### src/rtl/core/ifm_pkg.sv
// ----------------------------------------------------------------------------
// ifm_pkg
// Shared codes and types of the integer field formatter.
// ----------------------------------------------------------------------------
`default_nettype none

package ifm_pkg;

	// conversion codes
	localparam logic [2:0] ACT_D   = 3'd0;
	localparam logic [2:0] ACT_U   = 3'd1;
	localparam logic [2:0] ACT_O   = 3'd2;
	localparam logic [2:0] ACT_X   = 3'd3;
	localparam logic [2:0] ACT_XU  = 3'd4;
	localparam logic [2:0] ACT_C   = 3'd5;
	localparam logic [2:0] ACT_PCT = 3'd6;
	localparam logic [2:0] ACT_NONE = 3'd7;

	// length modifier codes
	localparam logic [1:0] LEN_H = 2'd1;
	localparam logic [1:0] LEN_L = 2'd2;

	// radix select of the digit unit
	localparam logic [1:0] BASE_DEC = 2'd0;
	localparam logic [1:0] BASE_OCT = 2'd1;
	localparam logic [1:0] BASE_HEX = 2'd2;

	localparam int NUM_DIGITS = 24;

	typedef logic [NUM_DIGITS-1:0][3:0] digits_t;

	// field layout handed to the emitter
	typedef struct packed {
		logic [7:0] padl;
		logic [1:0] plen;
		logic [7:0] zeros;
		logic [4:0] ndig;
		logic [7:0] padr;
		logic [7:0] total;
		logic [7:0] pre0;
		logic [7:0] pre1;
		logic       single;
		logic [7:0] single_char;
		logic       upper;
	} lay_t;

endpackage

`default_nettype wire

### src/rtl/core/integer_field_formatter_top.sv
// ----------------------------------------------------------------------------
// integer_field_formatter_top
// Formats one printf integer or character conversion into ASCII characters.
// ----------------------------------------------------------------------------
// A conversion is taken when start is high and busy low; busy then stays
// high until the last character beat. Characters come out one per cycle on
// out_char, save where the emitter switches field segments, char_strobe
// high for one cycle each, last_char on the final one; the receiver cannot
// stall them. Per conversion: the digit unit splits the argument into
// digits, for decimal by a shift-add-3 loop over the 16, 32 or 64 argument
// bits (c and percent skip it); the layout steps S_LAY1 and S_LAY2 follow;
// the emitter then walks the segments and gives the final beat, after which
// busy drops. A conversion that yields no characters (action code 7, or an
// empty field) produces no beat; busy ends with S_LAY2, or never rises for 7.
`default_nettype none

module integer_field_formatter_top #(
	parameter int MAX_FIELD = 64
) (
	input  wire logic        clk,
	input  wire logic        arst_n,
	input  wire logic        start,
	output logic             busy,
	input  wire logic [2:0]  action,
	input  wire logic [63:0] arg_value,
	input  wire logic [1:0]  length_mod,
	input  wire logic        flag_left,
	input  wire logic        flag_plus,
	input  wire logic        flag_space,
	input  wire logic        flag_zero,
	input  wire logic        flag_alt,
	input  wire logic [6:0]  field_width,
	input  wire logic [5:0]  digit_precision,
	input  wire logic        precision_given,
	output logic [7:0]       out_char,
	output logic             last_char,
	output logic             char_strobe
);

	localparam logic [7:0] MAX_W = 8'(MAX_FIELD);
	localparam logic [7:0] MAX_P = 8'(MAX_FIELD - 2);

	localparam logic [2:0] S_IDLE = 3'd0;
	localparam logic [2:0] S_CONV = 3'd1;
	localparam logic [2:0] S_LAY1 = 3'd2;
	localparam logic [2:0] S_LAY2 = 3'd3;
	localparam logic [2:0] S_EMIT = 3'd4;

	logic [2:0]  state_q;
	logic        go_q;
	logic        emit_go_q;
	logic [2:0]  act_q;
	logic [63:0] mag_q;
	logic [1:0]  len_q;
	logic        neg_q, nz_q, left_q, plus_q, space_q, zero_q, alt_q, pg_q;
	logic [7:0]  w_q;
	logic [7:0]  p_q;
	logic [7:0]  char_q;
	logic [7:0]  z0_q;
	logic [1:0]  plen_q;
	logic [4:0]  nd_q;
	logic [7:0]  body_q;
	ifm_pkg::lay_t lay_q;

	logic [63:0] mask_d, masked_d, mag_d;
	logic        neg_d, accept;
	logic [1:0]  base_d;
	ifm_pkg::digits_t digits;
	logic [4:0]  ndig;
	logic        dig_done;
	logic        is_int, is_single;
	logic [4:0]  nde;
	logic [7:0]  prec, z0, pad, zf, padf, total;
	logic [1:0]  plen;

	assign accept = start && !busy;
	assign busy   = (state_q != S_IDLE);

	// argument truncation and sign
	always_comb begin
		if (length_mod == ifm_pkg::LEN_H)      mask_d = 64'h0000_0000_0000_FFFF;
		else if (length_mod == ifm_pkg::LEN_L) mask_d = '1;
		else                                   mask_d = 64'h0000_0000_FFFF_FFFF;
		masked_d = arg_value & mask_d;
		neg_d    = (action == ifm_pkg::ACT_D) && ((masked_d & ((mask_d >> 1) + 64'd1)) != 64'd0);
		mag_d    = neg_d ? ((~masked_d + 64'd1) & mask_d) : masked_d;
	end

	always_comb begin
		if (act_q == ifm_pkg::ACT_O)                                   base_d = ifm_pkg::BASE_OCT;
		else if (act_q == ifm_pkg::ACT_X || act_q == ifm_pkg::ACT_XU) base_d = ifm_pkg::BASE_HEX;
		else                                                           base_d = ifm_pkg::BASE_DEC;
	end

	ifm_digit_unit u_digits (
		.clk        (clk),
		.arst_n     (arst_n),
		.go         (go_q),
		.mag        (mag_q),
		.base       (base_d),
		.length_mod (len_q),
		.digits     (digits),
		.ndig       (ndig),
		.done       (dig_done)
	);

	// first layout step: digit count, precision zeros, prefix length
	always_comb begin
		is_single = (act_q == ifm_pkg::ACT_C) || (act_q == ifm_pkg::ACT_PCT);
		nde  = is_single ? 5'd1 : ndig;
		prec = is_single ? 8'd0 : (pg_q ? p_q : 8'd1);
		z0   = (prec > {3'd0, nde}) ? prec - {3'd0, nde} : 8'd0;
		if (act_q == ifm_pkg::ACT_O && alt_q && z0 == 8'd0) z0 = 8'd1;
		plen = 2'd0;
		if (act_q == ifm_pkg::ACT_D) begin
			if (neg_q || plus_q || space_q) plen = 2'd1;
		end else if ((act_q == ifm_pkg::ACT_X || act_q == ifm_pkg::ACT_XU) && alt_q && nz_q) begin
			plen = 2'd2;
		end
	end

	// second layout step: padding, zero fold, capped total
	always_comb begin
		is_int = !is_single;
		pad  = (w_q > body_q) ? w_q - body_q : 8'd0;
		zf   = z0_q;
		padf = pad;
		if (is_int && !left_q && zero_q && !pg_q) begin
			zf   = z0_q + pad;
			padf = 8'd0;
		end
		// folded zeros still count toward the field length
		total = body_q + pad;
		if (total > MAX_W) total = MAX_W;
	end

	always_ff @(posedge clk or negedge arst_n) begin
		if (!arst_n) begin
			state_q   <= S_IDLE;
			go_q      <= 1'b0;
			emit_go_q <= 1'b0;
		end else begin
			go_q      <= 1'b0;
			emit_go_q <= 1'b0;
			case (state_q)
				S_IDLE: begin
					if (accept) begin
						if (action == ifm_pkg::ACT_C || action == ifm_pkg::ACT_PCT) begin
							state_q <= S_LAY1;
						end else if (action != ifm_pkg::ACT_NONE) begin
							state_q <= S_CONV;
							go_q    <= 1'b1;
						end
					end
				end
				S_CONV: if (dig_done) state_q <= S_LAY1;
				S_LAY1: state_q <= S_LAY2;
				S_LAY2: begin
					if (total == 8'd0) begin
						state_q <= S_IDLE;
					end else begin
						state_q   <= S_EMIT;
						emit_go_q <= 1'b1;
					end
				end
				S_EMIT: if (char_strobe && last_char) state_q <= S_IDLE;
				default: state_q <= S_IDLE;
			endcase
		end
	end

	// beat capture and layout registers
	always_ff @(posedge clk) begin
		if (accept) begin
			act_q   <= action;
			mag_q   <= mag_d;
			len_q   <= length_mod;
			neg_q   <= neg_d;
			nz_q    <= (masked_d != 64'd0);
			left_q  <= flag_left;
			plus_q  <= flag_plus;
			space_q <= flag_space;
			zero_q  <= flag_zero;
			alt_q   <= flag_alt;
			pg_q    <= precision_given;
			char_q  <= (action == ifm_pkg::ACT_PCT) ? 8'd37 : arg_value[7:0];
			if (action == ifm_pkg::ACT_PCT)  w_q <= 8'd0;
			else if ({1'b0, field_width} > MAX_W) w_q <= MAX_W;
			else                                  w_q <= {1'b0, field_width};
			p_q <= ({2'd0, digit_precision} > MAX_P) ? MAX_P : {2'd0, digit_precision};
		end
		if (state_q == S_LAY1) begin
			z0_q   <= z0;
			plen_q <= plen;
			nd_q   <= nde;
			body_q <= {6'd0, plen} + z0 + {3'd0, nde};
		end
		if (state_q == S_LAY2) begin
			lay_q.padl        <= left_q ? 8'd0 : padf;
			lay_q.padr        <= left_q ? padf : 8'd0;
			lay_q.plen        <= plen_q;
			lay_q.zeros       <= zf;
			lay_q.ndig        <= nd_q;
			lay_q.total       <= total;
			lay_q.pre0        <= (act_q == ifm_pkg::ACT_D) ?
			                     (neg_q ? "-" : (plus_q ? "+" : " ")) : "0";
			lay_q.pre1        <= (act_q == ifm_pkg::ACT_XU) ? "X" : "x";
			lay_q.single      <= is_single;
			lay_q.single_char <= char_q;
			lay_q.upper       <= (act_q == ifm_pkg::ACT_XU);
		end
	end

	ifm_emitter u_emit (
		.clk         (clk),
		.arst_n      (arst_n),
		.go          (emit_go_q),
		.lay         (lay_q),
		.digits      (digits),
		.out_char    (out_char),
		.last_char   (last_char),
		.char_strobe (char_strobe)
	);

endmodule

`default_nettype wire

### src/rtl/core/ifm_digit_unit.sv
// ----------------------------------------------------------------------------
// ifm_digit_unit
// Splits a magnitude into digits: octal and hex by slicing, decimal by
// shift-add-3 one bit per cycle. Reports the significant digit count.
// ----------------------------------------------------------------------------
`default_nettype none

module ifm_digit_unit (
	input  wire logic             clk,
	input  wire logic             arst_n,
	input  wire logic             go,
	input  wire logic [63:0]      mag,
	input  wire logic [1:0]       base,
	input  wire logic [1:0]       length_mod,
	output ifm_pkg::digits_t      digits,
	output logic [4:0]            ndig,
	output logic                  done
);

	localparam logic [1:0] U_IDLE = 2'd0;
	localparam logic [1:0] U_DAB  = 2'd1;
	localparam logic [1:0] U_FIN  = 2'd2;

	logic [1:0]       state_q;
	logic [6:0]       iter_q;
	logic [63:0]      sh_q;
	ifm_pkg::digits_t dig_q;
	logic [4:0]       ndig_q;
	logic             done_q;

	ifm_pkg::digits_t slice_d;
	ifm_pkg::digits_t adj_d;
	logic [4*ifm_pkg::NUM_DIGITS-1:0] adj_flat;
	logic [65:0]      oct_ext;
	logic [4:0]       nd_d;

	// direct radix slicing
	always_comb begin
		oct_ext = {2'b00, mag};
		for (int i = 0; i < ifm_pkg::NUM_DIGITS; i++) begin
			slice_d[i] = 4'd0;
			if (base == ifm_pkg::BASE_HEX) begin
				if (i < 16) slice_d[i] = mag[4*i +: 4];
			end else begin
				if (i < 22) slice_d[i] = {1'b0, oct_ext[3*i +: 3]};
			end
		end
	end

	// add 3 to every BCD digit of five or more
	always_comb begin
		for (int i = 0; i < ifm_pkg::NUM_DIGITS; i++) begin
			adj_d[i] = (dig_q[i] >= 4'd5) ? dig_q[i] + 4'd3 : dig_q[i];
		end
		adj_flat = adj_d;
	end

	// highest nonzero digit
	always_comb begin
		nd_d = 5'd0;
		for (int i = 0; i < ifm_pkg::NUM_DIGITS; i++) begin
			if (dig_q[i] != 4'd0) nd_d = 5'(i + 1);
		end
	end

	always_ff @(posedge clk or negedge arst_n) begin
		if (!arst_n) begin
			state_q <= U_IDLE;
			done_q  <= 1'b0;
		end else begin
			done_q <= 1'b0;
			case (state_q)
				U_IDLE: begin
					if (go) state_q <= (base == ifm_pkg::BASE_DEC) ? U_DAB : U_FIN;
				end
				U_DAB: begin
					if (iter_q == 7'd1) state_q <= U_FIN;
				end
				U_FIN: begin
					done_q  <= 1'b1;
					state_q <= U_IDLE;
				end
				default: state_q <= U_IDLE;
			endcase
		end
	end

	// datapath
	always_ff @(posedge clk) begin
		case (state_q)
			U_IDLE: begin
				if (go) begin
					if (base == ifm_pkg::BASE_DEC) begin
						dig_q <= '0;
						if (length_mod == ifm_pkg::LEN_H) begin
							sh_q   <= mag << 48;
							iter_q <= 7'd16;
						end else if (length_mod == ifm_pkg::LEN_L) begin
							sh_q   <= mag;
							iter_q <= 7'd64;
						end else begin
							sh_q   <= mag << 32;
							iter_q <= 7'd32;
						end
					end else begin
						dig_q <= slice_d;
					end
				end
			end
			U_DAB: begin
				dig_q  <= {adj_flat[4*ifm_pkg::NUM_DIGITS-2:0], sh_q[63]};
				sh_q   <= sh_q << 1;
				iter_q <= iter_q - 7'd1;
			end
			U_FIN: ndig_q <= nd_d;
			default: ;
		endcase
	end

	assign digits = dig_q;
	assign ndig   = ndig_q;
	assign done   = done_q;

endmodule

`default_nettype wire

### src/rtl/core/ifm_emitter.sv
// ----------------------------------------------------------------------------
// ifm_emitter
// Walks the field segments (left pad, prefix, zeros, digits, right pad)
// and puts out one character beat per cycle, save at segment switches.
// ----------------------------------------------------------------------------
`default_nettype none

module ifm_emitter (
	input  wire logic             clk,
	input  wire logic             arst_n,
	input  wire logic             go,
	input  wire ifm_pkg::lay_t    lay,
	input  wire ifm_pkg::digits_t digits,
	output logic [7:0]            out_char,
	output logic                  last_char,
	output logic                  char_strobe
);

	localparam logic [2:0] SEG_PADL = 3'd0;
	localparam logic [2:0] SEG_PRE  = 3'd1;
	localparam logic [2:0] SEG_ZERO = 3'd2;
	localparam logic [2:0] SEG_DIG  = 3'd3;
	localparam logic [2:0] SEG_PADR = 3'd4;

	logic          active_q;
	logic [2:0]    seg_q;
	logic [7:0]    cnt_q;
	logic [7:0]    n_q;
	ifm_pkg::lay_t lay_q;
	logic [7:0]    char_q;
	logic          last_q;
	logic          strobe_q;

	logic [4:0] idx_d;
	logic [3:0] dv_d;
	logic [7:0] ch_d;

	// current character
	always_comb begin
		idx_d = cnt_q[4:0] - 5'd1;
		dv_d  = digits[idx_d];
		case (seg_q)
			SEG_PRE:  ch_d = ({6'd0, lay_q.plen} == cnt_q) ? lay_q.pre0 : lay_q.pre1;
			SEG_ZERO: ch_d = "0";
			SEG_DIG: begin
				if (lay_q.single)        ch_d = lay_q.single_char;
				else if (dv_d < 4'd10)   ch_d = 8'd48 + {4'd0, dv_d};
				else if (lay_q.upper)    ch_d = 8'd55 + {4'd0, dv_d};
				else                     ch_d = 8'd87 + {4'd0, dv_d};
			end
			default:  ch_d = " ";
		endcase
	end

	always_ff @(posedge clk or negedge arst_n) begin
		if (!arst_n) begin
			active_q <= 1'b0;
			strobe_q <= 1'b0;
			last_q   <= 1'b0;
		end else begin
			strobe_q <= 1'b0;
			last_q   <= 1'b0;
			if (go) begin
				active_q <= 1'b1;
			end else if (active_q && cnt_q != 8'd0) begin
				strobe_q <= 1'b1;
				if (n_q + 8'd1 == lay_q.total) begin
					last_q   <= 1'b1;
					active_q <= 1'b0;
				end
			end
		end
	end

	// segment walk
	always_ff @(posedge clk) begin
		if (go) begin
			lay_q <= lay;
			seg_q <= SEG_PADL;
			cnt_q <= lay.padl;
			n_q   <= 8'd0;
		end else if (active_q) begin
			if (cnt_q == 8'd0) begin
				case (seg_q)
					SEG_PADL: begin seg_q <= SEG_PRE;  cnt_q <= {6'd0, lay_q.plen}; end
					SEG_PRE:  begin seg_q <= SEG_ZERO; cnt_q <= lay_q.zeros; end
					SEG_ZERO: begin seg_q <= SEG_DIG;  cnt_q <= {3'd0, lay_q.ndig}; end
					SEG_DIG:  begin seg_q <= SEG_PADR; cnt_q <= lay_q.padr; end
					default:  seg_q <= SEG_PADR;
				endcase
			end else begin
				char_q <= ch_d;
				cnt_q  <= cnt_q - 8'd1;
				n_q    <= n_q + 8'd1;
			end
		end
	end

	assign out_char    = char_q;
	assign last_char   = last_q;
	assign char_strobe = strobe_q;

endmodule

`default_nettype wire
### config.mk
export PLATFORM = sky130hd
export DESIGN_NAME = integer_field_formatter_top
export DESIGN_NICKNAME = d
export VERILOG_FILES = /design/src/rtl/core/ifm_pkg.sv /design/src/rtl/core/integer_field_formatter_top.sv /design/src/rtl/core/ifm_digit_unit.sv /design/src/rtl/core/ifm_emitter.sv
export SDC_FILE = /design/constraint.sdc
export NUM_CORES = 1
export LEC_CHECK = 0
export ABC_CLOCK_PERIOD_IN_PS = 11650
export BUFFER_PORTS_ARGS = -buffer_cell sky130_fd_sc_hd__buf_2
export CORE_ASPECT_RATIO = 1.25
export CORE_UTILIZATION = 55
export CTS_BUF_LIST = sky130_fd_sc_hd__clkbuf_2
export DETAILED_ROUTE_END_ITERATION = 16
export PLACE_DENSITY_LB_ADDON = 0.3
export SYNTH_ARGS = -nofsm -noshare
export SYNTH_HDL_FRONTEND = slang
export SYNTH_SLANG_ARGS = --single-unit
### constraint.sdc
create_clock -name clk -period 11.65 [get_ports clk]
set_clock_uncertainty 0.2 [all_clocks]
set_input_delay 0.5825 -clock clk [delete_from_list [all_inputs] [get_ports clk]]
set_output_delay 0.5825 -clock clk [all_outputs]
set_load 0.02 [all_outputs]
* Yosys cells after proc, flatten, opt, wreduce, memory -nomap -nowiden
Cells that the tools add are included. Widths: inputs -> output; s select.
Storage, ports and cells: flip-flop bits (word level) 456, latch bits 0, memory bits (writable) 0, bits in read-only memories 0, bits of input ports 91, output and inout port bits 11, logic and storage cells 406, memories kept 0
Cells by class: add/sub/neg operators 39, multipliers 0, div/mod/pow operators 0, order comparisons 31, equal/unequal tests 33, shift operators 0, multiplexer cells 141, bitwise operators 7, reductions and logical operators 73
Operators with widths (number):
- $mux 64 | 7
- $mux 4 | 58
- $and 64x64->64 | 3
- $pmux 96 s2 | 1
- $pmux 64 s2 | 1
- $reduce_bool 64->1 | 2
- $mux 8 | 15
- $ge 4x3->1 const B | 24
- $mux 96 | 1
- $reduce_bool 4->1 | 24
- $add 4x2->4 const B | 23
- $mux 85 | 1
- $add 63x1->64 const B | 1
- $add 64x1->64 const B | 1
- $not 64->64 | 1
- $mux 3 | 16
- $mux 7 | 5
- $pmux 8 s4 | 1
- $logic_not 8->1 | 3
- $pmux 8 s3 | 1
- $bmux 4 s5 | 1
- $eq 3x2->1 const B | 6
- $eq 3x3->1 const B | 6
- $mux 1 | 18
- other kinds (50) | 104

* Longest topological paths before layout
word-level depth 24, mapped depth 23, depth with buffers taken out 22

* Hierarchy
Synthesis repeated with hierarchy kept, for this count alone.
Unflattened totals: cells, all modules 2339, area total of the unflattened synthesis 25243.0 sq um
By module, submodules not included:
- ifm_digit_unit | times used 1, cells each 1100, area an instance 10770.3 sq um, seq. area each 5240.0 sq um
- integer_field_formatter_top | times used 1, cells each 854, area an instance 9651.8 sq um, seq. area each 5380.2 sq um
- ifm_emitter | times used 1, cells each 385, area an instance 4820.9 sq um, seq. area each 2487.4 sq um

* Worst setup path before layout
No wires, ideal clock.
kind register -> register, start point register u_digits.state_q[0], end point register u_digits.iter_q[0] (enable), setup time 0.434 ns, data arrival time 6.444 ns, data required time 11.016 ns, path slack 4.572 ns, stages on the path, launching flop included 4, path buffers 0, clock period less this slack 7.078 ns, cell sequence dfrtp_1 > nor2_1 > nor2_1 > o21a_1
Between the ends: cells in the longest elaborated chain, start to end 3, elaborated cells on any way between the ends 6, classes of those cells eq/ne: 3; reduce/logical: 3
RTL lines:
- start: declaration | RTL line ifm_digit_unit.sv:24 | logic [1:0] state_q;
- start signal: assignment | RTL line ifm_digit_unit.sv:74 | if (go) state_q <= (base == ifm_pkg::BASE_DEC) ? U_DAB : U_FIN;
- $logic_not 2->1 / $eq 2x1->1 (equally long branches) | RTL line ifm_digit_unit.sv:90 | case (state_q)
- $ne 2x1->1 (no source line) (tied with other cells)
- $reduce_and 3->1 (no source line) *
- end signal: assignment | RTL line ifm_digit_unit.sv:113 | iter_q <= iter_q - 7'd1;
- end: declaration | RTL line ifm_digit_unit.sv:25 | logic [6:0] iter_q;
Mark *: on every way between the ends. The rest lies on a longest branch, timed or not. A chain may end at the register's enable or synchronous reset.

* Worst setup path after layout
start point register w_q[0], end point register state_q[2]
Between the ends: cells in the longest elaborated chain, start to end 8, elaborated cells on any way between the ends 9, classes of those cells add/sub: 2; order compare: 2; mux: 4; reduce/logical: 1
RTL lines:
- start: declaration | RTL line integer_field_formatter_top.sv:56 | logic [7:0] w_q;
- start signal: assignment | RTL line integer_field_formatter_top.sv:189 | else w_q <= {1'b0, field_width};
- $sub 8x8->8 / $gt 8x8->1 (equally long branches) | RTL line integer_field_formatter_top.sv:125 | pad = (w_q > body_q) ? w_q - body_q : 8'd0;
- $mux 8 * | RTL line integer_field_formatter_top.sv:125
- $add 8x8->8 * | RTL line integer_field_formatter_top.sv:133 | total = body_q + pad;
- $gt 8x7->1 | RTL line integer_field_formatter_top.sv:134 | if (total > MAX_W) total = MAX_W;
- $mux 8 * | RTL line integer_field_formatter_top.sv:134
- $logic_not 8->1 * | RTL line integer_field_formatter_top.sv:159 | if (total == 8'd0) begin
- $mux 3 * | RTL line integer_field_formatter_top.sv:159
- $pmux 3 s5 * | RTL line integer_field_formatter_top.sv:145 | case (state_q)
- end signal: assignment | RTL line integer_field_formatter_top.sv:149 | state_q <= S_LAY1;
- end signal: assignment | RTL line integer_field_formatter_top.sv:160 | state_q <= S_IDLE;
- end signal: assignment | RTL line integer_field_formatter_top.sv:162 | state_q <= S_EMIT;
- end: declaration | RTL line integer_field_formatter_top.sv:49 | logic [2:0] state_q;
Marks and branches as above.

==> summary.txt <==
status: completed
data required time of the critical path: 12.42 ns
Num CTS Buffers: 104
critical path peak fanout: 9
Avg Inst Size Synth: 10.9 sq um
worst setup margin: 6.76 ns
Place WS: 6.85 ns
clk buf depth: 3
Via Count: 18500
largest net degree at the start of global routing: 101
RSZ-0062 raised after global routing: no
Iter 0 DRT Violations: 1747
Post-CTS Setup Bufs: 0
Startpoint Class: flip-flop
FMAX: 204 MHz
fraction of registers with async set/reset: 2.55%
Hold Slack: 0.115 ns
most frequent cells in the layout: 409 x edfxtp_1, 230 x nor2_1, 184 x a21oi_1, 159 x dlygate4sd3_1, 149 x o21ai_0
hold wc startpoint: action[0]
fin crit share: 42.0%
Routed WL per cell: 20.9 microns
Rows: 85
width of the die: 189 microns
share of cells above drive strength 1: 13.4%
Placer Congestion: 0.934
H-Tree Depth: 3
first-pass GRT wire length: 101000 microns
fin crit period: 4.89 ns
# DRC: 0
sequential area share after synthesis: 53.3%
TritonCTS clock tree: done
R2R Path Start: w_q[0]
Post-DRT Antenna Nets: 0
Post-synth EDFFs: 409
Synth Cell Area: 24000 sq um
Pwr Density: 252 nW/um^2
count of cell types in the netlist: 73
Congestion Overflow GR: 0
max_cap viols: 0
Seq cells post-synth: 431
DIE AREA: 44400 sq um
Critical Path AT: 5.66 ns
Pwr Total: 0.00695 W
Worst-path clk slew: 0.13 ns
Setup Viol. Count Final: 0
Root Driver: clkbuf_2
Setup crit end kind: flip-flop
# clock sinks: 431
drt pass-1 iters: 5
worst-margin pin slew: 1.07 ns
Worst VDD drop: 0.173 mV
Final Max Tran Viols: 0
IO Count: 102
worst min-delay path class: in -> reg
vias in the first global route: 18100
Port Buffer Count: 101
Die Ht: 235 microns
Slew Limit Headroom: 28.0%
Hold Violations, Final: 0
crit path from: w_q[0]
Core Region: 43100 sq um
Clock Latency Late Sink: 1.14 ns
Finished Core Util: 64.0%
commonest non-fill, non-tap cell in the layout: edfxtp_1
Primary FF master, synth: edfxtp_1
initial antenna violation count: 2
Pleak: 10.4 nW
starting density of the core: 55.7%
total of warnings raised by yosys: 0
Mapped Cells: 2194
crit path kind: reg -> reg
Nets: 2673
DP Wirelength: 45000 microns
via density per instance: 5.92
total negative slack: 0 ns
Layout Area Growth over Synthesis: 15.0%
Global Route Usage Sum: 29.8%
WL final: 65400 microns
-- power by group --
group          internal, W  switching [W]
sequential         0.00246       0.000481
clock             0.000408       0.000624
combinational      0.00119        0.00178
-- critical path, cell delays in order, from the launching register on --
cell	delay, ns
edfxtp_1	0.37
inv_1	0.07
ha_1	0.16
inv_1	0.06
fa_1	0.39
a21o_1	0.20
a21oi_1	0.21
nor2b_1	0.12
o41a_1	0.44
nand2_1	0.21
inv_1	0.12
ha_1	0.29
a21o_1	0.15
a21oi_1	0.23
o21bai_1	0.10
a21oi_1	0.24
xnor2_1	0.11
or4_1	0.55
o31ai_1	0.27
a21bo_2	0.25
-- Yosys cell counts (11+ instances only) --
| cell | n | area share [%] |
|---|---|---|
| a21o_1 | 12 | 0.38 |
| nand2b_1 | 26 | 0.68 |
| nor4_1 | 14 | 0.37 |
| xnor2_1 | 94 | 3.4 |
| edfxtp_1 | 409 | 51 |
| a22o_1 | 33 | 1.2 |
| a31oi_1 | 16 | 0.42 |
| o21ai_0 | 149 | 3.1 |
| or3_1 | 18 | 0.47 |
| mux2_2 | 11 | 0.52 |
| nor2_1 | 232 | 3.6 |
| nor3_1 | 52 | 1.1 |
| dfrtp_1 | 11 | 1.1 |
| xor2_1 | 39 | 1.4 |
| clkbuf_1 | 77 | 1.2 |
| buf_1 | 11 | 0.17 |
| nor2b_1 | 43 | 1.1 |
| mux4_2 | 24 | 2.3 |
| mux2i_1 | 54 | 2.3 |
| a221oi_1 | 46 | 1.7 |
| and3_1 | 20 | 0.52 |
| a21oi_1 | 184 | 3.8 |
| inv_1 | 116 | 1.8 |
| o31ai_1 | 13 | 0.41 |
| nor3b_1 | 34 | 1.1 |
| ha_1 | 96 | 5.0 |
| and2_1 | 28 | 0.73 |
| dfxtp_1 | 11 | 0.92 |
| nand2_1 | 137 | 2.1 |
| nand3_1 | 57 | 1.2 |
-- final timing paths --
path,endpoint,slack (ns),depth (start not counted)
max in group asynchronous,emit_go_q,10.20,3
hold reg to reg,u_emit.lay_q[41],0.13,0
min in group asynchronous,state_q[1],0.45,3
setup reg to reg,state_q[2],6.76,19
setup / recovery,state_q[2],6.76,19
hold / removal,act_q[0],0.11,2
-- routing by layer --
| metal | up-vias | global-route usage [%] | wire length [microns] |
|---|---|---|---|
| met5 | - | 0 | 0 |
| met4 | 0 | 16.1 | 2860 |
| met3 | 157 | 5.01 | 4630 |
| met2 | 783 | 48.9 | 31900 |
| met1 | 8823 | 37.5 | 25900 |
| li1 | 8722 | - | - |
-- layout make-up --
type | instances | area (sq um)
Multi-Input combinational cell | 1546 | 10400
Clock buffer | 145 | 726
Sequential cell | 431 | 12800
Tap cell | 565 | 707
Inverter | 118 | 443
Fill cell | 3361 | 15500
Antenna cell | 4 | 10.0
Timing Repair Buffer | 278 | 2230
Clock inverter | 38 | 243
-- cell families (layout without fill, tap and decap cells) --
| kind of cell | Yosys count | count (layout) | synth area share, % |
|---|---|---|---|
| compound gates | 524 | 524 | 13.6 |
| xor+xnor | 133 | 133 | 4.86 |
| fa+ha+maj | 103 | 103 | 5.59 |
| buf+inv | 218 | 579 | 3.51 |
| flops | 431 | 431 | 53.3 |
| mux | 89 | 89 | 5.03 |
| other cells | 1 | 6 | 0.0156 |
| simple gates | 695 | 695 | 14.1 |
-- state kept, by name, indices dropped and copies added, names as in the netlist, 6 cells and up --
name and count:
u_digits.digits 96, body_q 8, u_digits.sh_q 64, mag_q 64, z0_q 8, char_q 8
lay_q 54, u_emit.lay_q 46, u_emit.cnt_q 8, p_q 6, u_emit.out_char 8, w_q 7
u_digits.iter_q 7, u_emit.n_q 8
-- timing repair --
item	CTS	global route
hold buffers	159	0
endpoints found under the setup margin	0	0
gates resized for setup	0	0
hold endpoints to repair	127	0
-- metrics by stage --
| stage | cells | instance area, sq um |
|---|---|---|
| after floorplan | 2195 | 24000 |
| after global placement | 2779 | 25000 |
| after detailed placement | 2779 | 25000 |
| after CTS | 3121 | 27600 |
| after global routing | 3122 | 27600 |
| final | 3125 | 27600 |
(Power assumes the default switching activity.)
